==> src/design/bezier_curve_point_evaluator_macros.svh <==
// assertion macros for the bezier curve point evaluator
// used by the controller; expects clk_i and rst_ni in scope
`ifndef BEZIER_CURVE_POINT_EVALUATOR_MACROS_SVH
`define BEZIER_CURVE_POINT_EVALUATOR_MACROS_SVH

// clocked property, off during reset
`define BCPE_ASSERT(lbl, prop, msg) \
  lbl: assert property (@(posedge clk_i) disable iff (!rst_ni) prop) else $error(msg);

// overlapping implication on top of the clocked form
`define BCPE_ASSERT_IMP(lbl, ante, cons, msg) \
  `BCPE_ASSERT(lbl, (ante) |-> (cons), msg)

`endif

==> src/design/bcpe_pkg.sv <==
// shared types and constants of the bezier curve point evaluator
// no dependencies
`default_nettype none
package bcpe_pkg;

  // store size limits
  localparam int MAX_POINTS_DEF   = 8;
  localparam int MAX_POINTS_LIMIT = 12;

  // fixed point constants
  localparam logic [16:0] ONE_T   = 17'h1_0000;
  localparam logic [30:0] ONE_Q30 = 31'h4000_0000;

  // request codes
  localparam logic REQ_LOAD = 1'b0;
  localparam logic REQ_EVAL = 1'b1;

  // binomial coefficients, row n, column i
  localparam logic [8:0] BINOM [0:MAX_POINTS_LIMIT-1][0:MAX_POINTS_LIMIT-1] = '{
    '{9'd1, 9'd0,  9'd0,  9'd0,   9'd0,   9'd0,   9'd0,   9'd0,   9'd0,  9'd0,  9'd0,  9'd0},
    '{9'd1, 9'd1,  9'd0,  9'd0,   9'd0,   9'd0,   9'd0,   9'd0,   9'd0,  9'd0,  9'd0,  9'd0},
    '{9'd1, 9'd2,  9'd1,  9'd0,   9'd0,   9'd0,   9'd0,   9'd0,   9'd0,  9'd0,  9'd0,  9'd0},
    '{9'd1, 9'd3,  9'd3,  9'd1,   9'd0,   9'd0,   9'd0,   9'd0,   9'd0,  9'd0,  9'd0,  9'd0},
    '{9'd1, 9'd4,  9'd6,  9'd4,   9'd1,   9'd0,   9'd0,   9'd0,   9'd0,  9'd0,  9'd0,  9'd0},
    '{9'd1, 9'd5,  9'd10, 9'd10,  9'd5,   9'd1,   9'd0,   9'd0,   9'd0,  9'd0,  9'd0,  9'd0},
    '{9'd1, 9'd6,  9'd15, 9'd20,  9'd15,  9'd6,   9'd1,   9'd0,   9'd0,  9'd0,  9'd0,  9'd0},
    '{9'd1, 9'd7,  9'd21, 9'd35,  9'd35,  9'd21,  9'd7,   9'd1,   9'd0,  9'd0,  9'd0,  9'd0},
    '{9'd1, 9'd8,  9'd28, 9'd56,  9'd70,  9'd56,  9'd28,  9'd8,   9'd1,  9'd0,  9'd0,  9'd0},
    '{9'd1, 9'd9,  9'd36, 9'd84,  9'd126, 9'd126, 9'd84,  9'd36,  9'd9,  9'd1,  9'd0,  9'd0},
    '{9'd1, 9'd10, 9'd45, 9'd120, 9'd210, 9'd252, 9'd210, 9'd120, 9'd45, 9'd10, 9'd1,  9'd0},
    '{9'd1, 9'd11, 9'd55, 9'd165, 9'd330, 9'd462, 9'd462, 9'd330, 9'd165, 9'd55, 9'd11, 9'd1}
  };

  // controller to datapath commands
  typedef struct packed {
    logic       load;
    logic       start;
    logic       spow_we;
    logic       rd;
    logic       prod;
    logic       wgt;
    logic       acc;
    logic       fin;
    logic [3:0] idx;
  } cmd_t;

  // datapath to controller status
  typedef struct packed {
    logic       empty;
    logic       out_busy;
    logic [3:0] last;
  } sts_t;

endpackage
`default_nettype wire

==> src/design/bcpe_ctrl.sv <==
// sequencer of the bezier curve point evaluator
// uses bcpe_pkg and bezier_curve_point_evaluator_macros.svh
`default_nettype none
`include "bezier_curve_point_evaluator_macros.svh"
module bcpe_ctrl (
  input  wire              clk_i,
  input  wire              rst_ni,
  input  wire              in_valid_i,
  input  wire              in_type_i,
  output logic             in_ready_o,
  input  bcpe_pkg::sts_t   sts_i,
  output bcpe_pkg::cmd_t   cmd_o
);

  localparam logic [2:0] ST_IDLE = 3'd0;
  localparam logic [2:0] ST_SPOW = 3'd1;
  localparam logic [2:0] ST_RD   = 3'd2;
  localparam logic [2:0] ST_PROD = 3'd3;
  localparam logic [2:0] ST_WGT  = 3'd4;
  localparam logic [2:0] ST_ACC  = 3'd5;
  localparam logic [2:0] ST_FIN  = 3'd6;

  logic [2:0] state_q, state_d;
  logic [3:0] idx_q, idx_d;
  logic       accept;

  assign in_ready_o = (state_q == ST_IDLE);
  assign accept     = in_valid_i && in_ready_o;

  // next state and commands
  always_comb begin
    state_d = state_q;
    idx_d   = idx_q;
    cmd_o   = '0;
    cmd_o.idx = idx_q;
    case (state_q)
      ST_IDLE: begin
        if (accept) begin
          if (in_type_i == bcpe_pkg::REQ_LOAD) begin
            cmd_o.load = 1'b1;
          end else begin
            cmd_o.start = 1'b1;
            idx_d   = '0;
            state_d = sts_i.empty ? ST_FIN : ST_SPOW;
          end
        end
      end
      ST_SPOW: begin
        cmd_o.spow_we = 1'b1;
        if (idx_q == sts_i.last) begin
          idx_d   = '0;
          state_d = ST_RD;
        end else begin
          idx_d = idx_q + 4'd1;
        end
      end
      ST_RD: begin
        cmd_o.rd = 1'b1;
        state_d  = ST_PROD;
      end
      ST_PROD: begin
        cmd_o.prod = 1'b1;
        state_d    = ST_WGT;
      end
      ST_WGT: begin
        cmd_o.wgt = 1'b1;
        state_d   = ST_ACC;
      end
      ST_ACC: begin
        cmd_o.acc = 1'b1;
        if (idx_q == sts_i.last) begin
          state_d = ST_FIN;
        end else begin
          idx_d   = idx_q + 4'd1;
          state_d = ST_RD;
        end
      end
      ST_FIN: begin
        if (!sts_i.out_busy) begin
          cmd_o.fin = 1'b1;
          state_d   = ST_IDLE;
        end
      end
      default: begin
        state_d = ST_IDLE;
      end
    endcase
  end

  // state registers
  always_ff @(posedge clk_i or negedge rst_ni) begin
    if (!rst_ni) begin
      state_q <= ST_IDLE;
      idx_q   <= '0;
    end else begin
      state_q <= state_d;
      idx_q   <= idx_d;
    end
  end

  // checks
  `BCPE_ASSERT_IMP(a_fin_free, cmd_o.fin, !sts_i.out_busy, "result written while busy")
  `BCPE_ASSERT(a_eval_run, (accept && in_type_i == bcpe_pkg::REQ_EVAL && !sts_i.empty)
    |=> (state_q == ST_SPOW), "evaluate did not start power pass")
  `BCPE_ASSERT_IMP(a_idx_range, (state_q != ST_IDLE && state_q != ST_FIN),
    idx_q <= sts_i.last, "point index beyond curve degree")

endmodule
`default_nettype wire

==> config.mk <==
export PLATFORM = sky130hd
export DESIGN_NAME = bcpe_ctrl
export DESIGN_NICKNAME = d
export VERILOG_FILES = /design/src/design/bcpe_pkg.sv /design/src/design/bcpe_ctrl.sv
export VERILOG_INCLUDE_DIRS = /design/src /design/src/design
export SDC_FILE = /design/constraint.sdc
export NUM_CORES = 1
export LEC_CHECK = 0
export ABC_AREA = 1
export BUFFER_PORTS_ARGS = -buffer_cell sky130_fd_sc_hd__clkbuf_2
export CAP_MARGIN = 0
export CORE_UTILIZATION = 35
export CTS_BUF_LIST = sky130_fd_sc_hd__clkbuf_16
export CTS_CLUSTER_SIZE = 12
export DETAILED_ROUTE_END_ITERATION = 12
export PLACE_DENSITY_LB_ADDON = 0.1
export SLEW_MARGIN = 20
export SYNTH_ARGS = -nofsm -noshare
export SYNTH_HDL_FRONTEND = slang
export SYNTH_SLANG_ARGS = --single-unit
==> constraint.sdc <==
create_clock -name clk_i -period 2.7 [get_ports clk_i]
set_input_delay 0.54 -clock clk_i [delete_from_list [all_inputs] [get_ports clk_i]]
set_output_delay 0.54 -clock clk_i [all_outputs]
set_load 0.01 [all_outputs]
Word-level counts from Yosys, hierarchy flattened:

Index checks and enable logic that the tools add are counted.

* register bits: 7
* bits of input ports: 10
* output and inout bits: 13
* word-level logic and storage cells: 43

* add/subtract/negate cells: 1
* reductions and logical operators: 5
* equality and inequality tests: 12
* mux-type cells: 23

Operator list (count)
* $pmux 3 s7: 1
* $mux 3: 6
* $mux 4: 4
* $pmux 4 s3: 1
* $eq 3x3->1 const B: 3
* $mux 1: 9
* $ne 2x2->1 const B: 4
* $reduce_and 4->1: 2
* $eq 3x2->1 const B: 2
* $add 4x1->4 const B: 1
* $eq 4x4->1: 1
* $mux 2: 2
* $eq 3x1->1 const B: 1
* $logic_not 3->1: 1
* $reduce_bool 3->1: 1
* $ne 2x1->1 const B: 1
* $logic_and 1x1->1: 1

Longest topological paths before layout:

Gate-level depths: netlist of the first run.

* depth in word-level cells: 4
* gate-level depth with buffers: 9
* gate-level depth less buffers: 9

Least setup slack after synthesis of the first run:

OpenSTA, ideal clock, no wires.

* path kind: reg2out
* start: register state_q[1]
* end: output cmd_o[11] (netlist bit)
* arrival: 0.968 ns
* data required time: 2.160 ns
* stages on the path, launching flop included: 6
* setup slack: 1.192 ns
* buffers on the path: 0
* cell sequence: dfrtp_1 > nor2_1 > nand2_2 > inv_2 > nand2_1 > nor2_1

RTL lines
* start: declaration: line bcpe_ctrl.sv:23 `logic [2:0] state_q, state_d;`
* start signal: assignment: line bcpe_ctrl.sv:96 `state_q <= state_d;`
* end: declaration: line bcpe_ctrl.sv:12 `output bcpe_pkg::cmd_t cmd_o`

==> run summary, run 1 <==
TritonCTS Sinks = 7
Yosys reg bits = 7
first-pass GRT wire length = 2070 um
most common cell in the netlist = nand2_1
# setup viols final = 0
area share of the largest cell type after synthesis = 0.305
Finished Cell Area = 800 um2
Setup crit start kind = flip-flop
Post-Syn Nets = 112
# hold bufs at CTS = 0
clock skew = 0.539 ps
Crit. End Element = primary output
Port Buf Inserts = 22
vias in the first global route = 518
PwrDens = 1040 mW/mm2
Syn Area/Cell = 5.85 um2
CTS tree = yes
cts bufs inserted = 3
Cells after Synth = 101
worst reg2reg endpoint = idx_q[0]$_DFFE_PN0P_
Post-CTS Resized = 0
placed insts = 139
dominant cell type by area after synthesis = nand2_1
fillers = 170
layout cell share with drive strength beyond 1 = 0.291
Synth warnings = 0
Antenna Cells = 0
PnR Total Power = 0.829 mW
Post-synth EDFFs = 0
Async S/R FF share, synth = 1.00
CTS clk-pin slew, worst paths = 30 ps
CP max FO = 6
Final ANT Viol Nets = 0
CTS max path bufs = 2
Via Count = 651
top post-synthesis cells by count = 48 x nand2_1, 11 x inv_1, 7 x dfrtp_1, 7 x nand3_1, 6 x nor2_1
initial core utilization = 0.383
worst hold path type = in -> async
Final Hold Fails = 0
Synth-to-Final Area Change = 35.4%
row count = 14
die area = 0.00186 mm2
core box area = 0.00154 mm2
GRT overflow = 0
Post-CTS Setup Bufs = 0
Crit Path Class = reg -> out
post-DR wirelength/cell = 8.70 um
final net count = 139
gr usage total = 0.151
min Tclk post-route = 1820 ps
CTS H-tree lvls = 1
unrepaired setup endpoints after global routing = false
FF-to-FF setup slack = 1320 ps
WP data required = 2160 ps
Distinct cells, synth = 16
Root Buffer = clkbuf_16
Pre-antenna DRT Iters = 4
drt first-iter violations = 12
max_cap viols = 0
io pins = 23
total wire length = 1240 um
worst-margin pin slew = 253 ps
R2R Path Start = state_q[1]$_DFFE_PN0P_
fmax = 549 MHz
Worst Path Arrival = 1280 ps
pin count of the biggest net entering global routing = 9
Slew HR = 0.830
GPL Wtd Cong = 0.729
period utilisation layout = 0.674
Reg2Reg Depth = 6
worst hold slack = 136 ps
sequential area share after synthesis = 0.297
max-slew violation count = 0
Final TNS setup = 0 ps
Vias per Instance = 4.55
Pleak = 0.516 nW
outcome = finished, final reports clean
die height = 43.1 um
Clk Latency, worst-skew pair = 230 ps
largest cells by area after synthesis = nand2_1 31%, dfrtp_1 30%, inv_1 7.0%, nand3_1 5.9%, nor2_1 3.8%
Post-DP Area = 721 um2
Post-DP HPWL = 1020 um
Final Non-Filler Cells = 143
Die Wd = 43.1 um
initial antenna violation count = 0
VDD IR max = 0.604 mV
# DRC = 0
Main synth FF type = dfrtp_1
Netlist Area Pre-Place = 591 um2
-- state kept, by name (all words and copies together), names as in the netlist --
signal   count
idx_q        4
state_q      3
-- placed cells by master (no fill, tap or decap), drive strengths merged --
| master | instances |
|---|---|
| inv | 17 |
| nand4 | 2 |
| nor2 | 9 |
| nor3 | 1 |
| nand2 | 51 |
| a21oi | 1 |
| xor2 | 1 |
| dfrtp | 7 |
| clkbuf | 25 |
| o21ai | 4 |
| o211ai | 1 |
| ha | 1 |
| nand3 | 7 |
-- report_power, final --
part	leakage (nW)	internal, mW	switching (mW)
combinational	0.382	0.141	0.255
clock	0.0423	0.192	0.0489
sequential	0.0918	0.139	0.0531
total	0.516	0.472	0.357
-- through the flow --
| step | utilization | setup slack, ps |
|---|---|---|
| finish | 0.519 | 880 |
| global route | 0.519 | 785 |
| CTS | 0.519 | 877 |
| detailed placement | 0.468 | 1120 |
| global placement | 0.468 | 1120 |
| floorplan | - | 1190 |
-- cell families after synthesis --
kind of cell,count (synthesis),share of synthesized area
adder cells (fa/ha/maj),1,0.0212
AO/OA/AOI/OAI,6,0.0614
AND/OR/NAND/NOR,70,0.504
buffers and inverters,16,0.102
flip-flops,7,0.297
XOR/XNOR,1,0.0148
-- per-layer routing --
layer,GRT usage,wire length [um],up-vias
li1,-,-,363
met1,0.212,673,276
met2,0.212,530,12
met3,0.0426,40,0
met4,0.0727,0,0
met5,0,0,-
-- area by class of cell --
type | instances | area [um2] | area share
Clock buffer | 3 | 75.1 | 0.0939
Timing Repair Buffer | 22 | 110 | 0.138
Multi-Input combinational cell | 78 | 355 | 0.444
Tap cell | 16 | 20.0 | 0.0250
Clock inverter | 1 | 3.75 | 0.00469
Inverter | 16 | 60.1 | 0.0751
Sequential cell | 7 | 175 | 0.219
-- critical path, cell delays in order (launching register included) --
cell	delay (ps)
dfrtp_1	400
inv_1	80
nand2_1	130
nor2_2	250
clkbuf_2	180
-- worst max path at each step --
stage	cells after the start	to	startpoint
finish	4	cmd_o[9]	state_q[1]$_DFFE_PN0P_
global route	6	cmd_o[11]	state_q[1]$_DFFE_PN0P_
CTS	4	cmd_o[9]	state_q[1]$_DFFE_PN0P_
detailed placement	6	cmd_o[11]	state_q[1]$_DFFE_PN0P_
global placement	4	cmd_o[9]	state_q[1]$_DFFE_PN0P_
floorplan	5	cmd_o[11]	state_q[1]$_DFFE_PN0P_
No activity file was read; power rests on OpenSTA's default activity.
==> run 2: changes to the inputs <==
ABC_AREA = 0   (was 1)
clock period = 1.5 ns   (was 2.7 ns; I/O delays follow)
==> run 2 against run 1 <==
The run now ends with negative setup slack left. Highest routed layer is now met4. Clock power is 89% higher. First-iteration DRC count rose by 17%. Sequential power increased by 110%. Critical path depth decreased by 1. Core utilization is 15 points higher. Die area decreased by 6.3%. Non-clock buffer count increased by 16. Cell count decreased by 14%. Global-route usage increased by 5.0 points. Hold slack gained 310 ps.
==> run summary, run 2 <==
outcome = complete, but fails checks
failing checks = negative setup slack
fmax = 665 MHz
Netlist Area Pre-Place = 552 um2 (-6.6%)
Final ANT Viol Nets = 0 (unchanged)
Top reg by flops = idx_q
max-slew violation count = 0 (unchanged)
Via Count = 680 (+4.5%)
Syn Area/Cell = 8.00 um2 (+37%)
Reg2Reg Depth = 5 (-1)
fillers = 119 (-30%)
Antenna Cells = 0 (unchanged)
Final Hold Fails = 0 (unchanged)
CP max FO = 5 (-1)
Crit path largest cell delay = 450 ps (+50 ps)
row count = 13 (-1)
Main synth FF type = dfrtp_1
combinational family with the most area after synthesis = simple AND/OR/NAND/NOR gates
Worst Path Arrival = 1200 ps (-80 ps)
CTS tree = yes
Post-DP Area = 726 um2 (+0.69%)
io pins = 23 (unchanged)
Vias per Instance = 5.53 (+21%)
final net count = 120 (-14%)
core box area = 0.00138 mm2 (-10%)
Synth warnings = 0 (unchanged)
vias in the first global route = 597 (+15%)
Slew HR = 0.820 (-0.00947)
Finished Cell Area = 930 um2 (+16%)
Clk Latency, worst-skew pair = 230 ps (about the same)
initial antenna violation count = 0 (unchanged)
area share of the largest cell type after synthesis = 0.317 (+0.0124)
GPL Wtd Cong = 0.740 (+1.5%)
sequential area share after synthesis = 0.317 (+0.0209)
CTS max path bufs = 2 (unchanged)
# setup viols final = 2 (+2)
min Tclk post-route = 1500 ps
# DRC = 0 (unchanged)
Largest regs = idx_q (4), state_q (3)
pre-CTS WS = 102 ps (-1020 ps)
die height = 41.7 um (-3.2%)
post-synthesis mux area share = 0.0363 (+0.0363)
CTS clk-pin slew, worst paths = 40 ps (about the same)
Pleak = 0.467 nW (-9.6%)
first-pass GRT wire length = 2610 um (+26%)
commonest cells after routing, fill and taps aside = 15 x clkbuf_2, 12 x buf_4, 6 x nand2_1, 6 x buf_2, 5 x a21oi_1
Pre-antenna DRT Iters = 4 (unchanged)
Post-DP HPWL = 1110 um (+9.5%)
Async S/R FF share, synth = 1.00 (unchanged)
TritonCTS Sinks = 7 (unchanged)
worst-margin pin slew = 268 ps (+15.1 ps)
Compound-Gate Fraction of Synth Area = 0.197 (+0.136)
pin count of the biggest net entering global routing = 12 (+3)
WP data required = 1200 ps (-960 ps)
Worst Setup Slack, final = -3.90 ps (-884 ps)
commonest non-fill, non-tap cell in the layout = clkbuf_2
initial core utilization = 0.399 (+0.0160)
Post-synth EDFFs = 0 (unchanged)
largest cells by area after synthesis = dfrtp_1 32%, xnor2_1 6.3%, nand2_1 4.8%, a21oi_1 4.5%, mux2i_1 3.6%
Port Buf Inserts = 22 (unchanged)
unrepaired setup endpoints after global routing = true
post-DR wirelength/cell = 14.0 um (+61%)
VDD IR max = 1.33 mV (+120%)
critical path's slowest cell = dfrtp_2
max_cap viols = 0 (unchanged)
GRT overflow = 0 (unchanged)
total wire length = 1720 um (+38%)
cts bufs inserted = 3 (unchanged)
Post-Syn Nets = 80 (-29%)
Crit. End Element = primary output
CP Cell Sequence = nor3_4 > and3_1 > buf_2
worst hold path type = in -> async
Die Wd = 41.7 um (-3.2%)
die area = 0.00174 mm2 (-6.3%)
Post-Synth XOR/XNOR Area = 0.0635 (+0.0487)
top post-synthesis cells by count = 7 x dfrtp_1, 7 x nand2_1, 5 x a21oi_1, 5 x nor2_1
Cells after Synth = 69 (-32%)
Crit Path Class = reg -> out
layout cell share with drive strength beyond 1 = 0.491 (+0.199)
CTS H-tree lvls = 1 (unchanged)
Distinct cells, synth = 30 (+14)
Yosys reg bits = 7 (unchanged)
dominant cell type by area after synthesis = dfrtp_1
Root Buffer = clkbuf_16
Setup crit start kind = flip-flop
gr usage total = 0.201 (+0.0503)
simple-gate share of the synthesized area = 0.308 (-0.196)
Synth-to-Final Area Change = 68.5%
period utilisation layout = 1.00
max reg flops = 4 (unchanged)
clock skew = 1.10 ps (+0.561 ps)
PwrDens = 2200 mW/mm2 (+110%)
fraction of the mapped netlist area in adder cells = 0.0227 (+0.00149)
drt first-iter violations = 14 (+2)
## run 2: cell types whose count changed after synthesis, sizes merged, moves of 3 or more
cell and delta:
nand2 -44, inv -12, nand3 -5, a21oi +4, nor2 -4, xnor2 +4, buf +3
## run 2: worst max-delay path, delay by kind of cell (launching register included)
kind / cells / cell delay [ps]
simple gates: 2 / 400
buf+inv: 1 / 120
flops: 1 / 450
## run 2: cell type report
class | instances | area, um2 | share of cell area
clock buffer | 3 | 75.1 | 0.0808
clock inverter | 1 | 5.00 | 0.00538
inverter | 4 | 15.0 | 0.0162
multi-input combinational | 55 | 387 | 0.416
sequential | 7 | 179 | 0.192
tap | 15 | 18.8 | 0.0202
timing repair buffer | 38 | 250 | 0.269
## run 2: routing by layer
metal / share of wire / GRT usage
met4: 0.015 / 0.0581
met5: 0 / 0
met1: 0.41 / 0.248
met3: 0.077 / 0.0783
met2: 0.50 / 0.325
## run 2: cells by family after synthesis
| kind of cell | count (synthesis) |
|---|---|
| adder cells (fa/ha/maj) | 1 |
| flip-flops | 7 |
| XOR/XNOR | 4 |
| AND/OR/NAND/NOR | 31 |
| buffers and inverters | 7 |
| AO/OA/AOI/OAI | 17 |
| multiplexers | 2 |
## run 2: what timing repair did
item	in CTS	in global routing
buffers inserted	4	3
hold buffers	1	0
endpoints found under the hold margin	7	0
pin swaps	2	3
gates resized for setup	9	14
setup endpoints to repair	6	8
## run 2: path summary, 6_finish.rpt
| path | startpoint | end | slack (ps) |
|---|---|---|---|
| max | state_q[1]$_DFFE_PN0P_ | cmd_o[10] | -4 |
| min | rst_ni | idx_q[1]$_DFFE_PN0P_ | 440 |
| max reg2reg | state_q[1]$_DFFE_PN0P_ | state_q[1]$_DFFE_PN0P_ | 160 |
| min reg2reg | idx_q[1]$_DFFE_PN0P_ | idx_q[1]$_DFFE_PN0P_ | 610 |
| max in group asynchronous | rst_ni | state_q[2]$_DFFE_PN0P_ | 870 |
| min in group clk_i | in_type_i | state_q[2]$_DFFE_PN0P_ | 470 |
## run 2: through the flow
stage | setup TNS [ps] | total power [mW] | hold WS, ps | instances | util
6_report | -5.10 | 2.05 | 444 | 123 | 0.672
5_1_grt | -245 | 2.18 | 462 | 123 | 0.672
4_1_cts | 0 | 1.90 | 446 | 120 | 0.636
3_5_place_dp | 0 | 1.27 | 152 | 111 | 0.525
3_3_place_gp | 0 | 1.26 | 149 | 111 | 0.525
2_1_floorplan | 0 | 0.923 | 4.41 | 69 | -
## run 2: power breakdown
group / total, mW / switching [mW] / leakage (nW) / internal (mW)
logic: 1.19 / 0.575 / 0.340 / 0.614
registers: 0.400 / 0.121 / 0.0861 / 0.278
clock network: 0.456 / 0.106 / 0.0409 / 0.350
